### src/hw/rtl/tps_pkg.sv
package tps_pkg;

  localparam int MaxSlices = 64;
  localparam int CntW = $clog2(MaxSlices + 1);
  localparam int FracBits = 16;
  localparam logic [30:0] SpacingReset = 31'(1 << FracBits);
  localparam int QueueDepth = 2;

  typedef enum logic [1:0] {
    REG_SPACING,
    REG_LOWER,
    REG_UPPER,
    REG_REGION
  } reg_idx_t;

  typedef struct packed {
    logic [30:0]        spacing;
    logic signed [31:0] lower;
    logic signed [31:0] upper;
    logic               region_en;
  } cfg_t;

  typedef struct packed {
    logic signed [31:0]      ax;
    logic signed [31:0]      ay;
    logic signed [31:0]      az;
    logic signed [31:0]      bx;
    logic signed [31:0]      by_coord;
    logic signed [31:0]      bz;
    logic signed [31:0]      cx;
    logic signed [31:0]      cy;
    logic signed [31:0]      cz;
    logic signed [31:0]      region;
    logic signed [32:0]      first;
    logic [CntW-1:0]         count;
    logic                    trunc;
    logic signed [33:0]      d0;
    logic [30:0]             spacing;
    logic                    ny_pos;
    logic                    ny_neg;
  } job_t;

  typedef struct packed {
    logic signed [31:0] start_x;
    logic signed [31:0] start_y;
    logic signed [31:0] start_z;
    logic signed [31:0] end_x;
    logic signed [31:0] end_y;
    logic signed [31:0] end_z;
    logic signed [15:0] slice_index;
    logic signed [31:0] seg_region;
    logic               last_of_triangle;
    logic               truncated;
  } seg_t;

  function automatic logic signed [32:0] sdiff33(input logic signed [31:0] a,
                                                 input logic signed [31:0] b);
    return $signed({a[31], a}) - $signed({b[31], b});
  endfunction

  function automatic logic [31:0] mag33(input logic signed [32:0] v);
    logic signed [32:0] a;
    a = v[32] ? -v : v;
    return a[31:0];
  endfunction

endpackage

### src/hw/rtl/tps_queue.sv
module tps_queue
  import tps_pkg::*;
(
  input  logic clk,
  input  logic rst,
  input  logic wr_valid,
  output logic wr_ready,
  input  job_t wr_data,
  output logic rd_valid,
  input  logic rd_ready,
  output job_t rd_data
);

  localparam int PtrW = $clog2(QueueDepth);

  job_t                   mem [QueueDepth];
  logic [PtrW-1:0]        wptr;
  logic [PtrW-1:0]        rptr;
  logic [PtrW:0]          count;
  logic                   do_wr;
  logic                   do_rd;

  assign wr_ready = (count != (PtrW + 1)'(QueueDepth));
  assign rd_valid = (count != '0);
  assign rd_data = mem[rptr];
  assign do_wr = wr_valid && wr_ready;
  assign do_rd = rd_valid && rd_ready;

  always_ff @(posedge clk) begin
    if (rst) begin
      wptr <= '0;
      rptr <= '0;
      count <= '0;
    end else begin
      if (do_wr) begin
        mem[wptr] <= wr_data;
        wptr <= (wptr == PtrW'(QueueDepth - 1)) ? '0 : wptr + 1'b1;
      end
      if (do_rd) begin
        rptr <= (rptr == PtrW'(QueueDepth - 1)) ? '0 : rptr + 1'b1;
      end
      count <= count + (PtrW + 1)'(do_wr) - (PtrW + 1)'(do_rd);
    end
  end

endmodule

### config.mk
export PLATFORM = sky130hd
export DESIGN_NAME = tps_queue
export DESIGN_NICKNAME = d
export VERILOG_FILES = /design/src/hw/rtl/tps_pkg.sv /design/src/hw/rtl/tps_queue.sv
export SDC_FILE = /design/constraint.sdc
export NUM_CORES = 1
export LEC_CHECK = 0
export BUFFER_PORTS_ARGS = -buffer_cell sky130_fd_sc_hd__buf_2
export CAP_MARGIN = 20
export CORE_AREA = 2 2 337 339
export DETAILED_ROUTE_END_ITERATION = 16
export DIE_AREA = 0 0 339 341
export PLACE_DENSITY_LB_ADDON = 0.3
export SLEW_MARGIN = 5
export SYNTH_ARGS = -nofsm -noshare
export SYNTH_HDL_FRONTEND = slang
export SYNTH_SLANG_ARGS = --single-unit
### constraint.sdc
create_clock -name clk -period 71.2 [get_ports clk]
set_input_delay 7.12 -clock clk [delete_from_list [all_inputs] [get_ports clk]]
set_output_delay 7.12 -clock clk [all_outputs]
set_load 0.02 [all_outputs]
-- Word level (Yosys, flattened, before mapping)
Memories as Yosys holds them, arrays and structs flattened. A register that Yosys moved wholly into a read port is not among the register bits.
Index checks and enable logic that the tools add are counted.
- add/sub/neg operators: 4
- eq/ne operators: 1
- muxes and demuxes: 7
- reduce and logical (&&, ||, !) cells: 3
- operator list (operator ; number):
    $mux 1 ; 7
    $add 1x1->1 const B ; 2
    $add 2x1->2 ; 1
    $logic_and 1x1->1 ; 2
    $ne 2x2->1 const B ; 1
    $reduce_bool 2->1 ; 1
    $sub 2x1->2 ; 1
- register bits after elaboration: 4
- memory bits (writable): 856
- input port bits: 432
- logic and storage cells: 19
- memories kept: 1
- memories (name ; depth ; width ; rd ports ; clocked after memory_dff ; write ports ; line ; text):
    mem ; 2 ; 428 ; 1 ; 1 ; 1 ; tps_queue.sv:16 ; job_t mem [QueueDepth];

-- Logic depth before layout (Yosys ltp)
Gate-level depths: netlist (run 1).
- depth after elaboration: 5
- gate-level depth with buffers: 8
- depth with buffers taken out: 8

-- Worst setup path before layout (run 1)
Ideal clock, no wire load.
- kind: input to register
- start: in wr_valid
- end: mem mem[1][0] in the netlist's numbering (enable)
- setup time: 1.840 ns
- data arrival time: 38.069 ns
- slack: 31.292 ns
- cell stages on the path: 2
- buffers on the path: 0
- cell sequence: nand2_1 nor3b_1
- longest elaborated chain between the ends: 4
- ends and longest elaborated chain (element ; line ; text):
    from (decl) ; tps_queue.sv:6 ; input logic wr_valid,
    $logic_and 1x1->1 ; tps_queue.sv:26 ; assign do_wr = wr_valid && wr_ready;
    $mux 1 ; tps_queue.sv:35 ; if (do_wr) begin
    $mux 1 ; tps_queue.sv:30 ; if (rst) begin
    $mux 1 (not written as such) ; tps_queue.sv:36 ; mem[wptr] <= wr_data;
    to (decl) ; tps_queue.sv:16 ;
Every way passes these cells.

==> flow_summary.html, run 1 <==
<table>
<tr><th>Metric</th><th>Value</th></tr>
<tr><th colspan="2">Status</th></tr>
<tr><td>Result of the run</td><td>finished, final reports clean</td></tr>
<tr><th colspan="2">Clock network</th></tr>
<tr><td>Clock tree from TritonCTS</td><td>built</td></tr>
<tr><td>Inserted Clock Buffers</td><td>93</td></tr>
<tr><td>Number of hold buffers added after cts</td><td>0</td></tr>
<tr><td>Deepest clock path buffer count</td><td>3</td></tr>
<tr><td>Worst skew pair latency</td><td>0.66 ns</td></tr>
<tr><td>CTS Root Cell</td><td>sky130_fd_sc_hd__clkbuf_16</td></tr>
<tr><td>Htree depth</td><td>3</td></tr>
<tr><td>Clock-pin slew reported for the worst setup and hold paths after clock tree synthesis</td><td>0.06 ns</td></tr>
<tr><td>Postcts setup bufs</td><td>0</td></tr>
<tr><td>CTS resizes</td><td>0</td></tr>
<tr><td>Total clock sinks</td><td>~860</td></tr>
<tr><th colspan="2">Power</th></tr>
<tr><td>Total power</td><td>1.499 mW</td></tr>
<tr><td>Power density over cell area</td><td>around 36 mW/mm^2</td></tr>
<tr><td>IR Drop Worst-Case VDD</td><td>0.00002344 V</td></tr>
<tr><td>Static leakage</td><td>around 16 nW</td></tr>
<tr><th colspan="2">Synthesis</th></tr>
<tr><td>Post-synthesis cell type with the largest combined area</td><td>sky130_fd_sc_hd__edfxtp_1</td></tr>
<tr><td>Synthesized instance count</td><td>1,357</td></tr>
<tr><td>Commonest cells post-synth</td><td>sky130_fd_sc_hd__edfxtp_1 (856), sky130_fd_sc_hd__mux2_4 (400), sky130_fd_sc_hd__buf_12 (44)</td></tr>
<tr><td>Synthesis Warnings</td><td>0</td></tr>
<tr><td>Top cell type's share of synthesized area</td><td>0.7746</td></tr>
<tr><td>Number of nets in the synthesized netlist</td><td>1,791</td></tr>
<tr><td>Unique cell type count in the Yosys netlist</td><td>19</td></tr>
<tr><td>Most common cell in the netlist</td><td>sky130_fd_sc_hd__edfxtp_1</td></tr>
<tr><td>Async SR Flop Fraction</td><td>0</td></tr>
<tr><td>Top flip-flop cell by instance count after synthesis</td><td>sky130_fd_sc_hd__edfxtp_1</td></tr>
<tr><td>#FFs+latches synth</td><td>861</td></tr>
<tr><td>Cells taking the most area after synthesis</td><td>sky130_fd_sc_hd__edfxtp_1 (77%), sky130_fd_sc_hd__mux2_4 (18%), sky130_fd_sc_hd__buf_12 (2.7%)</td></tr>
<tr><td>Fraction of the yosys area taken by sequential cells</td><td>0.7776</td></tr>
<tr><td>Number of synthesized flops with an enable pin</td><td>856</td></tr>
<tr><td>Post-synth design cell area</td><td>0.03318 mm^2</td></tr>
<tr><td>Average cell area after synthesis</td><td>between 20 and 25 um^2</td></tr>
<tr><th colspan="2">Route</th></tr>
<tr><td>Average wire length per cell after detail routing</td><td>20.93 um</td></tr>
<tr><td>First-pass iteration count of the detailed router</td><td>4</td></tr>
<tr><td>Detailed-route vias per instance</td><td>4.193</td></tr>
<tr><td>Drt initial violations</td><td>732</td></tr>
<tr><td>Routed wire length</td><td>just over 80 mm</td></tr>
<tr><td>DRC violations left</td><td>0</td></tr>
<tr><td>DR vias</td><td>16,219</td></tr>
<tr><td>Antenna-violating nets left</td><td>0</td></tr>
<tr><th colspan="2">Timing</th></tr>
<tr><td>Crit share post-route</td><td>0.1676</td></tr>
<tr><td>Setup Skew</td><td>0.02923 ns</td></tr>
<tr><td>Max-slew violation total from the final report</td><td>0</td></tr>
<tr><td>Slew at the pin closest to its max-slew limit</td><td>1.155 ns</td></tr>
<tr><td>Post-route setup TNS</td><td>0 ns</td></tr>
<tr><td>Setup repair after global routing missed its margin</td><td>false</td></tr>
<tr><td>Final worst path period need</td><td>11.94 ns</td></tr>
<tr><td>Setup ws final</td><td>between 50 and 60 ns</td></tr>
<tr><td>Number of failing setup endpoints in the final timing report</td><td>0</td></tr>
<tr><td>Slew HR</td><td>0.2302</td></tr>
<tr><td>Endpoints failing hold</td><td>0</td></tr>
<tr><td>Hold Worst Slack</td><td>0.5255 ns</td></tr>
<tr><td>Peak Freq</td><td>0.08378 GHz</td></tr>
<tr><th colspan="2">Worst setup path</th></tr>
<tr><td>Element type at the critical path end</td><td>primary output</td></tr>
<tr><td>WP data arrival</td><td>roughly 4.8 ns</td></tr>
<tr><td>WS Path Type</td><td>reg -&gt; out</td></tr>
<tr><td>Worst reg2reg endpoint</td><td>mem[0][282]</td></tr>
<tr><td>Critical Path Source Type</td><td>register</td></tr>
<tr><td>CP Data Required Time</td><td>~64 ns</td></tr>
<tr><td>Worst-case register-to-register setup slack</td><td>66.44 ns</td></tr>
<tr><td>Worst-case reg-to-reg path depth</td><td>7</td></tr>
<tr><td>Startpoint of the worst-slack reg-to-reg timing path</td><td>count[0]</td></tr>
<tr><td>Top fanout value on the critical path</td><td>57</td></tr>
<tr><th colspan="2">Floorplanning</th></tr>
<tr><td>Initial standard-cell utilization of the core</td><td>0.2966</td></tr>
<tr><td>Die outline area</td><td>0.1156 mm^2</td></tr>
<tr><td>Std-Cell Core Area</td><td>0.1119 mm^2</td></tr>
<tr><td>Y dimension of the die</td><td>341 um</td></tr>
<tr><td>Standard-cell rows</td><td>between 100 and 150</td></tr>
<tr><td>Boundary Pins</td><td>862</td></tr>
<tr><td>Width of the die</td><td>339 um</td></tr>
<tr><th colspan="2">Placed design</th></tr>
<tr><td>Worst slack at placement</td><td>between 50 and 60 ns</td></tr>
<tr><td>HPWL after detailed placement</td><td>slightly below 60 mm</td></tr>
<tr><td>Dpl cell area</td><td>a little under 0.04 mm^2</td></tr>
<tr><td># placed instances</td><td>3,686</td></tr>
<tr><td>Final estimated routing congestion in global placement</td><td>0.8649</td></tr>
<tr><td>Buffers added on ports</td><td>roughly 860</td></tr>
<tr><th colspan="2">GRT</th></tr>
<tr><td>Via count of the first global-routing pass</td><td>17,134</td></tr>
<tr><td>Antenna violations before repair</td><td>24</td></tr>
<tr><td>Global-route usage over all layers</td><td>0.1333</td></tr>
<tr><td>First-pass GRT wire length</td><td>113.9 mm</td></tr>
<tr><td>Maximum number of pins on one net before global-route repair</td><td>161</td></tr>
<tr><td>Total grt overflow</td><td>0</td></tr>
<tr><th colspan="2">Layout</th></tr>
<tr><td>Layout Nets</td><td>roughly 2,700</td></tr>
<tr><td>Final instance area</td><td>0.04156 mm^2</td></tr>
<tr><td>Layout Cells excl Fill</td><td>around 3,900</td></tr>
<tr><td>Ratio of cells with drive above 1 in the final layout</td><td>0.6095</td></tr>
<tr><td>Area growth syn-to-layout</td><td>25.25%</td></tr>
<tr><td>Utilization after layout</td><td>0.3715</td></tr>
<tr><th colspan="2">Worst hold path</th></tr>
<tr><td>Hold path startpoint</td><td>rptr</td></tr>
<tr><td>Hold path cells</td><td>2</td></tr>
<tr><td>Classification of the worst-slack hold path</td><td>reg -&gt; reg</td></tr>
<tr><td>Worst Hold End</td><td>rptr</td></tr>
<tr><th colspan="2">Flow run</th></tr>
<tr><td>Number of max-capacitance violations reported</td><td>0</td></tr>
</table>
==> cell usage in the layout, fill, tap and decap left out, types with 2 or more instances in the layout <==
master                      Yosys  final
sky130_fd_sc_hd__buf_12        44      3
sky130_fd_sc_hd__buf_2          0    861
sky130_fd_sc_hd__buf_4          0     13
sky130_fd_sc_hd__bufinv_16      0      5
sky130_fd_sc_hd__clkbuf_1       0     19
sky130_fd_sc_hd__clkbuf_16      0     94
sky130_fd_sc_hd__clkinv_1       0     25
sky130_fd_sc_hd__clkinv_2       0     15
sky130_fd_sc_hd__clkinv_8       0      2
sky130_fd_sc_hd__dfxtp_1        5      4
sky130_fd_sc_hd__diode_2        0     12
sky130_fd_sc_hd__edfxtp_1     856    856
sky130_fd_sc_hd__ha_1           2      2
sky130_fd_sc_hd__inv_6          0      3
sky130_fd_sc_hd__inv_8          0      2
sky130_fd_sc_hd__mux2_2        29     29
sky130_fd_sc_hd__mux2_4       400    400
sky130_fd_sc_hd__nor2_1         4      4
sky130_fd_sc_hd__nor2b_1        2      2
==> power by group <==
part	switching (mW)	internal (mW)
registers	0.0121	0.611
logic	0.238	0.182
clock network	0.194	0.261
total	0.444	1.05
==> critical path, cell delays in order (launching register included) <==
cell                      delay [ns]
sky130_fd_sc_hd__dfxtp_4        0.51
sky130_fd_sc_hd__buf_16         0.32
sky130_fd_sc_hd__buf_4          0.83
sky130_fd_sc_hd__buf_4          0.96
sky130_fd_sc_hd__buf_4          0.74
sky130_fd_sc_hd__mux2_4         0.36
sky130_fd_sc_hd__buf_2          0.17
==> routing by layer <==
layer | global-route usage | up-vias | part of all wire
li1 | - | 7297 | -
met1 | 0.1409 | 8223 | 0.35
met2 | 0.2433 | 536 | 0.54
met3 | 0.04657 | 147 | 0.077
met4 | 0.04926 | 16 | 0.029
met5 | 0 | - | 0.0011
==> worst max path at each step <==
stage | from | to | slack, ns | cells after the start
3_5_place_dp | register | rd_data[183] | 59.62 | 5
6_report | register | rd_data[183] | 59.26 | 6
3_3_place_gp | register | rd_data[254] | 59.73 | 5
4_1_cts | register | rd_data[183] | 58.84 | 5
5_1_grt | register | rd_data[183] | 59.02 | 6
2_1_floorplan | wr_valid | mem[1][0] | 31.29 | 2
==> area by class of cell <==
| class | count | area (um^2) |
|---|---|---|
| Antenna cell | 12 | 30.03 |
| Clock buffer | 113 | 2424 |
| Clock inverter | 56 | 466.7 |
| Fill cell | 10505 | 70320 |
| Inverter | 1 | 3.754 |
| Multi-Input combinational cell | 447 | 6460 |
| Sequential cell | 861 | 25810 |
| Tap cell | 1500 | 1877 |
| Timing Repair Buffer | 878 | 4494 |
==> sequential cells by signal, summed over array words and instances (netlist names), named ones only <==
name   flops
rptr       1
count      2
wptr       1
mem      856
==> kinds of logic (layout without fill, tap and decap cells) <==
group | Yosys count | count (layout) | synth area share
flip-flops | 861 | 861 | 0.7776
multiplexers | 429 | 429 | 0.1908
other | 0 | 12 | 0
buffers and inverters | 49 | 1048 | 0.02801
AND/OR/NAND/NOR | 13 | 13 | 0.002036
AO/OA/AOI/OAI | 1 | 1 | 0.0002263
adder cells (fa/ha/maj) | 2 | 2 | 0.0007540
XOR/XNOR | 2 | 2 | 0.0005280
(Power assumes the default switching activity.)
==> run 2, diff against run 1 <==
- clock period: 71.2 -> 10.1 ns (I/O delays scaled with it)
==> run 2 against run 1 <==
  * Largest power group unchanged
  * Largest cell class unchanged
  * Global-route usage is 0.26 points lower
  * Count of clock-buffer cells in the layout is 7 higher
  * Clock skew is 0.0058 ns lower
  * Design area hardly changed
  * Critical path type unchanged
  * Clock power grew to 6.9 times the previous value
  * Critical endpoint is now rd_data[11]
==> flow_summary.html, run 2 (same netlist as run 1, synthesis figures left out) <==
<table>
<tr><th>Metric</th><th>Value</th></tr>
<tr><th colspan="2">Status</th></tr>
<tr><td>Result of the run</td><td>finished, final reports clean (unchanged)</td></tr>
<tr><th colspan="2">GRT</th></tr>
<tr><td>Via count of the first global-routing pass</td><td>17,128 (was 17,134)</td></tr>
<tr><td>Total grt overflow</td><td>0 (unchanged)</td></tr>
<tr><td>First-pass GRT wire length</td><td>112.3 mm (was 113.9 mm)</td></tr>
<tr><td>Antenna violations before repair</td><td>38 (was 24)</td></tr>
<tr><td>Maximum number of pins on one net before global-route repair</td><td>151 (was 161)</td></tr>
<tr><td>Global-route usage over all layers</td><td>0.1307 (was 0.1333)</td></tr>
<tr><th colspan="2">Clock network</th></tr>
<tr><td>CTS Root Cell</td><td>sky130_fd_sc_hd__clkbuf_16 (unchanged)</td></tr>
<tr><td>CTS resizes</td><td>0 (unchanged)</td></tr>
<tr><td>Worst skew pair latency</td><td>0.64 ns (was 0.66 ns)</td></tr>
<tr><td>Total clock sinks</td><td>861 (unchanged)</td></tr>
<tr><td>Clock-pin slew reported for the worst setup and hold paths after clock tree synthesis</td><td>0.05 ns (was 0.06 ns)</td></tr>
<tr><td>Deepest clock path buffer count</td><td>3 (unchanged)</td></tr>
<tr><td>Inserted Clock Buffers</td><td>93 (unchanged)</td></tr>
<tr><td>Clock tree from TritonCTS</td><td>built (unchanged)</td></tr>
<tr><td>Number of hold buffers added after cts</td><td>0 (unchanged)</td></tr>
<tr><td>Postcts setup bufs</td><td>0 (unchanged)</td></tr>
<tr><td>Htree depth</td><td>3 (unchanged)</td></tr>
<tr><th colspan="2">Route</th></tr>
<tr><td>Antenna-violating nets left</td><td>0 (unchanged)</td></tr>
<tr><td>Detailed-route vias per instance</td><td>4.189 (was 4.193)</td></tr>
<tr><td>DR vias</td><td>16,204 (was 16,219)</td></tr>
<tr><td>Drt initial violations</td><td>779 (was 732)</td></tr>
<tr><td>First-pass iteration count of the detailed router</td><td>4 (unchanged)</td></tr>
<tr><td>DRC violations left</td><td>0 (unchanged)</td></tr>
<tr><td>Average wire length per cell after detail routing</td><td>20.57 um (was 20.93 um)</td></tr>
<tr><td>Routed wire length</td><td>79.55 mm (was 80.95 mm)</td></tr>
<tr><th colspan="2">Layout</th></tr>
<tr><td>Area growth syn-to-layout</td><td>25.16% (was 25.25%)</td></tr>
<tr><td>Most common cell after layout, fill and taps aside</td><td>sky130_fd_sc_hd__buf_2 (unchanged)</td></tr>
<tr><td>Final instance area</td><td>0.04153 mm^2 (was 0.04156 mm^2)</td></tr>
<tr><td>Biggest registers after layout</td><td>mem: 856 flops, count: 2 flops (unchanged)</td></tr>
<tr><td>Layout Cells excl Fill</td><td>3,868 (unchanged)</td></tr>
<tr><td>Ratio of cells with drive above 1 in the final layout</td><td>0.6066 (was 0.6095)</td></tr>
<tr><td>Max FFs per register</td><td>856 (unchanged)</td></tr>
<tr><td>Register bank with the most flops</td><td>mem (unchanged)</td></tr>
<tr><td>Commonest cells after routing, fill and taps aside</td><td>sky130_fd_sc_hd__buf_2 (861), sky130_fd_sc_hd__edfxtp_1 (856), sky130_fd_sc_hd__mux2_4 (400), sky130_fd_sc_hd__clkbuf_16 (95), sky130_fd_sc_hd__mux2_2 (29) (was sky130_fd_sc_hd__buf_2 (861), sky130_fd_sc_hd__edfxtp_1 (856), sky130_fd_sc_hd__mux2_4 (400), sky130_fd_sc_hd__clkbuf_16 (94), sky130_fd_sc_hd__mux2_2 (29))</td></tr>
<tr><td>Layout Nets</td><td>2,712 (was 2,716)</td></tr>
<tr><th colspan="2">Timing</th></tr>
<tr><td>Slew HR</td><td>0.2027 (was 0.2302)</td></tr>
<tr><td>Endpoints failing hold</td><td>0 (unchanged)</td></tr>
<tr><td>Setup repair after global routing missed its margin</td><td>false (unchanged)</td></tr>
<tr><td>Setup ws final</td><td>5.767 ns (was 59.26 ns)</td></tr>
<tr><td>Final worst path period need</td><td>around 4.3 ns</td></tr>
<tr><td>Number of failing setup endpoints in the final timing report</td><td>0 (unchanged)</td></tr>
<tr><td>Crit share post-route</td><td>0.4291</td></tr>
<tr><td>Peak Freq</td><td>0.2308 GHz</td></tr>
<tr><td>Setup Skew</td><td>0.02342 ns (was 0.02923 ns)</td></tr>
<tr><td>Slew at the pin closest to its max-slew limit</td><td>1.196 ns (was 1.155 ns)</td></tr>
<tr><td>Max-slew violation total from the final report</td><td>0 (unchanged)</td></tr>
<tr><th colspan="2">Worst setup path</th></tr>
<tr><td>WP data arrival</td><td>3.32 ns (was 4.82 ns)</td></tr>
<tr><td>Element type at the critical path end</td><td>primary output (unchanged)</td></tr>
<tr><td>WS Path Type</td><td>reg -&gt; out (unchanged)</td></tr>
<tr><td>Ordered cell list for the critical path</td><td>buf_12 -&gt; buf_4 -&gt; mux2_4 -&gt; buf_2 (was buf_16 -&gt; buf_4 -&gt; buf_4 -&gt; buf_4 -&gt; mux2_4 -&gt; buf_2)</td></tr>
<tr><td>Cell with the largest stage delay on the worst path</td><td>sky130_fd_sc_hd__buf_4 (unchanged)</td></tr>
<tr><td>Critical Path Source Type</td><td>register (unchanged)</td></tr>
<tr><td>CP Data Required Time</td><td>9.09 ns (was 64.08 ns)</td></tr>
<tr><td>WP buf/inv</td><td>3 (was 5)</td></tr>
<tr><td>Largest stage delay on the critical path</td><td>0.86 ns (was 0.96 ns)</td></tr>
<tr><td>Worst path top cell family by delay</td><td>buffers and inverters (unchanged)</td></tr>
<tr><td>Top fanout value on the critical path</td><td>127 (was 57)</td></tr>
<tr><th colspan="2">Floorplanning</th></tr>
<tr><td>Die outline area</td><td>0.1156 mm^2 (unchanged)</td></tr>
<tr><td>Boundary Pins</td><td>862 (unchanged)</td></tr>
<tr><td>Standard-cell rows</td><td>123 (unchanged)</td></tr>
<tr><td>Width of the die</td><td>339 um (unchanged)</td></tr>
<tr><td>Std-Cell Core Area</td><td>0.1119 mm^2 (unchanged)</td></tr>
<tr><td>Y dimension of the die</td><td>341 um (unchanged)</td></tr>
<tr><td>Initial standard-cell utilization of the core</td><td>0.2966 (unchanged)</td></tr>
<tr><th colspan="2">Placed design</th></tr>
<tr><td>Dpl cell area</td><td>0.03867 mm^2 (was 0.03862 mm^2)</td></tr>
<tr><td># placed instances</td><td>3,683 (was 3,686)</td></tr>
<tr><td>Worst slack at placement</td><td>6.440 ns (was 59.62 ns)</td></tr>
<tr><td>Buffers added on ports</td><td>861 (unchanged)</td></tr>
<tr><td>HPWL after detailed placement</td><td>56.42 mm (was 57.77 mm)</td></tr>
<tr><td>Final estimated routing congestion in global placement</td><td>0.8617 (was 0.8649)</td></tr>
<tr><th colspan="2">Power</th></tr>
<tr><td>Static leakage</td><td>15.76 nW (was 15.82 nW)</td></tr>
<tr><td>Power density over cell area</td><td>253.3 mW/mm^2 (was 36.06 mW/mm^2)</td></tr>
<tr><td>IR Drop Worst-Case VDD</td><td>0.0001776 V (was 0.00002344 V)</td></tr>
<tr><th colspan="2">Flow run</th></tr>
<tr><td>Number of max-capacitance violations reported</td><td>0 (unchanged)</td></tr>
<tr><th colspan="2">Worst hold path</th></tr>
<tr><td>Classification of the worst-slack hold path</td><td>reg -&gt; reg (unchanged)</td></tr>
</table>
run 2: changes by cell type in the layout (fill, tap and decap cells not counted), sizes merged:
cell      previous run  this run
buf                878       874
bufinv               5         4
clkbuf             113       120
clkinv              44        37
clkinvlp             1         2
diode               12        19
inv                  7         4
run 2: area by class of cell:
type	instances	area, um^2
Sequential cell	861	25810
Timing Repair Buffer	874	4494
Antenna cell	19	47.55
Tap cell	1500	1877
Clock buffer	120	2471
Clock inverter	46	342.8
Fill cell	10489	70350
Inverter	1	3.754
Multi-Input combinational cell	447	6489
run 2: path summary, 6_finish.rpt:
check | end | startpoint | cells after the start | slack [ns]
max reg2reg | mem[1][16] | count[0] | 5 | 6.86
max | rd_data[11] | register | 4 | 5.77
min reg2reg | rptr | rptr | 2 | 0.53
min | rptr | rptr | 2 | 0.53
run 2: per-stage QoR:
| stage | total power, mW | TNS, ns | utilization | hold WS, ns |
|---|---|---|---|---|
| after detailed placement | 7.486 | 0 | 0.3456 | 0.5149 |
| after global routing | 10.94 | 0 | 0.3712 | 0.4898 |
| after global placement | 7.455 | 0 | 0.3456 | 0.5002 |
| after floorplan | 6.899 | -1614.61 | - | 0.4809 |
| final | 10.52 | 0 | 0.3712 | 0.5290 |
| after CTS | 10.67 | 0 | 0.3708 | 0.4730 |
run 2: where the power goes:
group	switching [mW]	internal (mW)	total (mW)
logic	1.70	1.30	2.99
registers	0.0733	4.31	4.38
clock network	1.33	1.82	3.15
total	3.10	7.42	10.5
run 2: routing by layer:
layer,share of wire,track usage
met1,0.36,0.1382
met2,0.53,0.2339
met3,0.074,0.04545
met4,0.034,0.05880
met5,0.0018,0
run 2: worst register-to-register path: stages (launching register included):
cell                       delay, ns
sky130_fd_sc_hd__dfxtp_1        0.37
sky130_fd_sc_hd__nand2b_1       0.28
sky130_fd_sc_hd__nand2_8        0.10
sky130_fd_sc_hd__nor3b_4        0.27
sky130_fd_sc_hd__buf_12         0.45
sky130_fd_sc_hd__buf_4          1.28
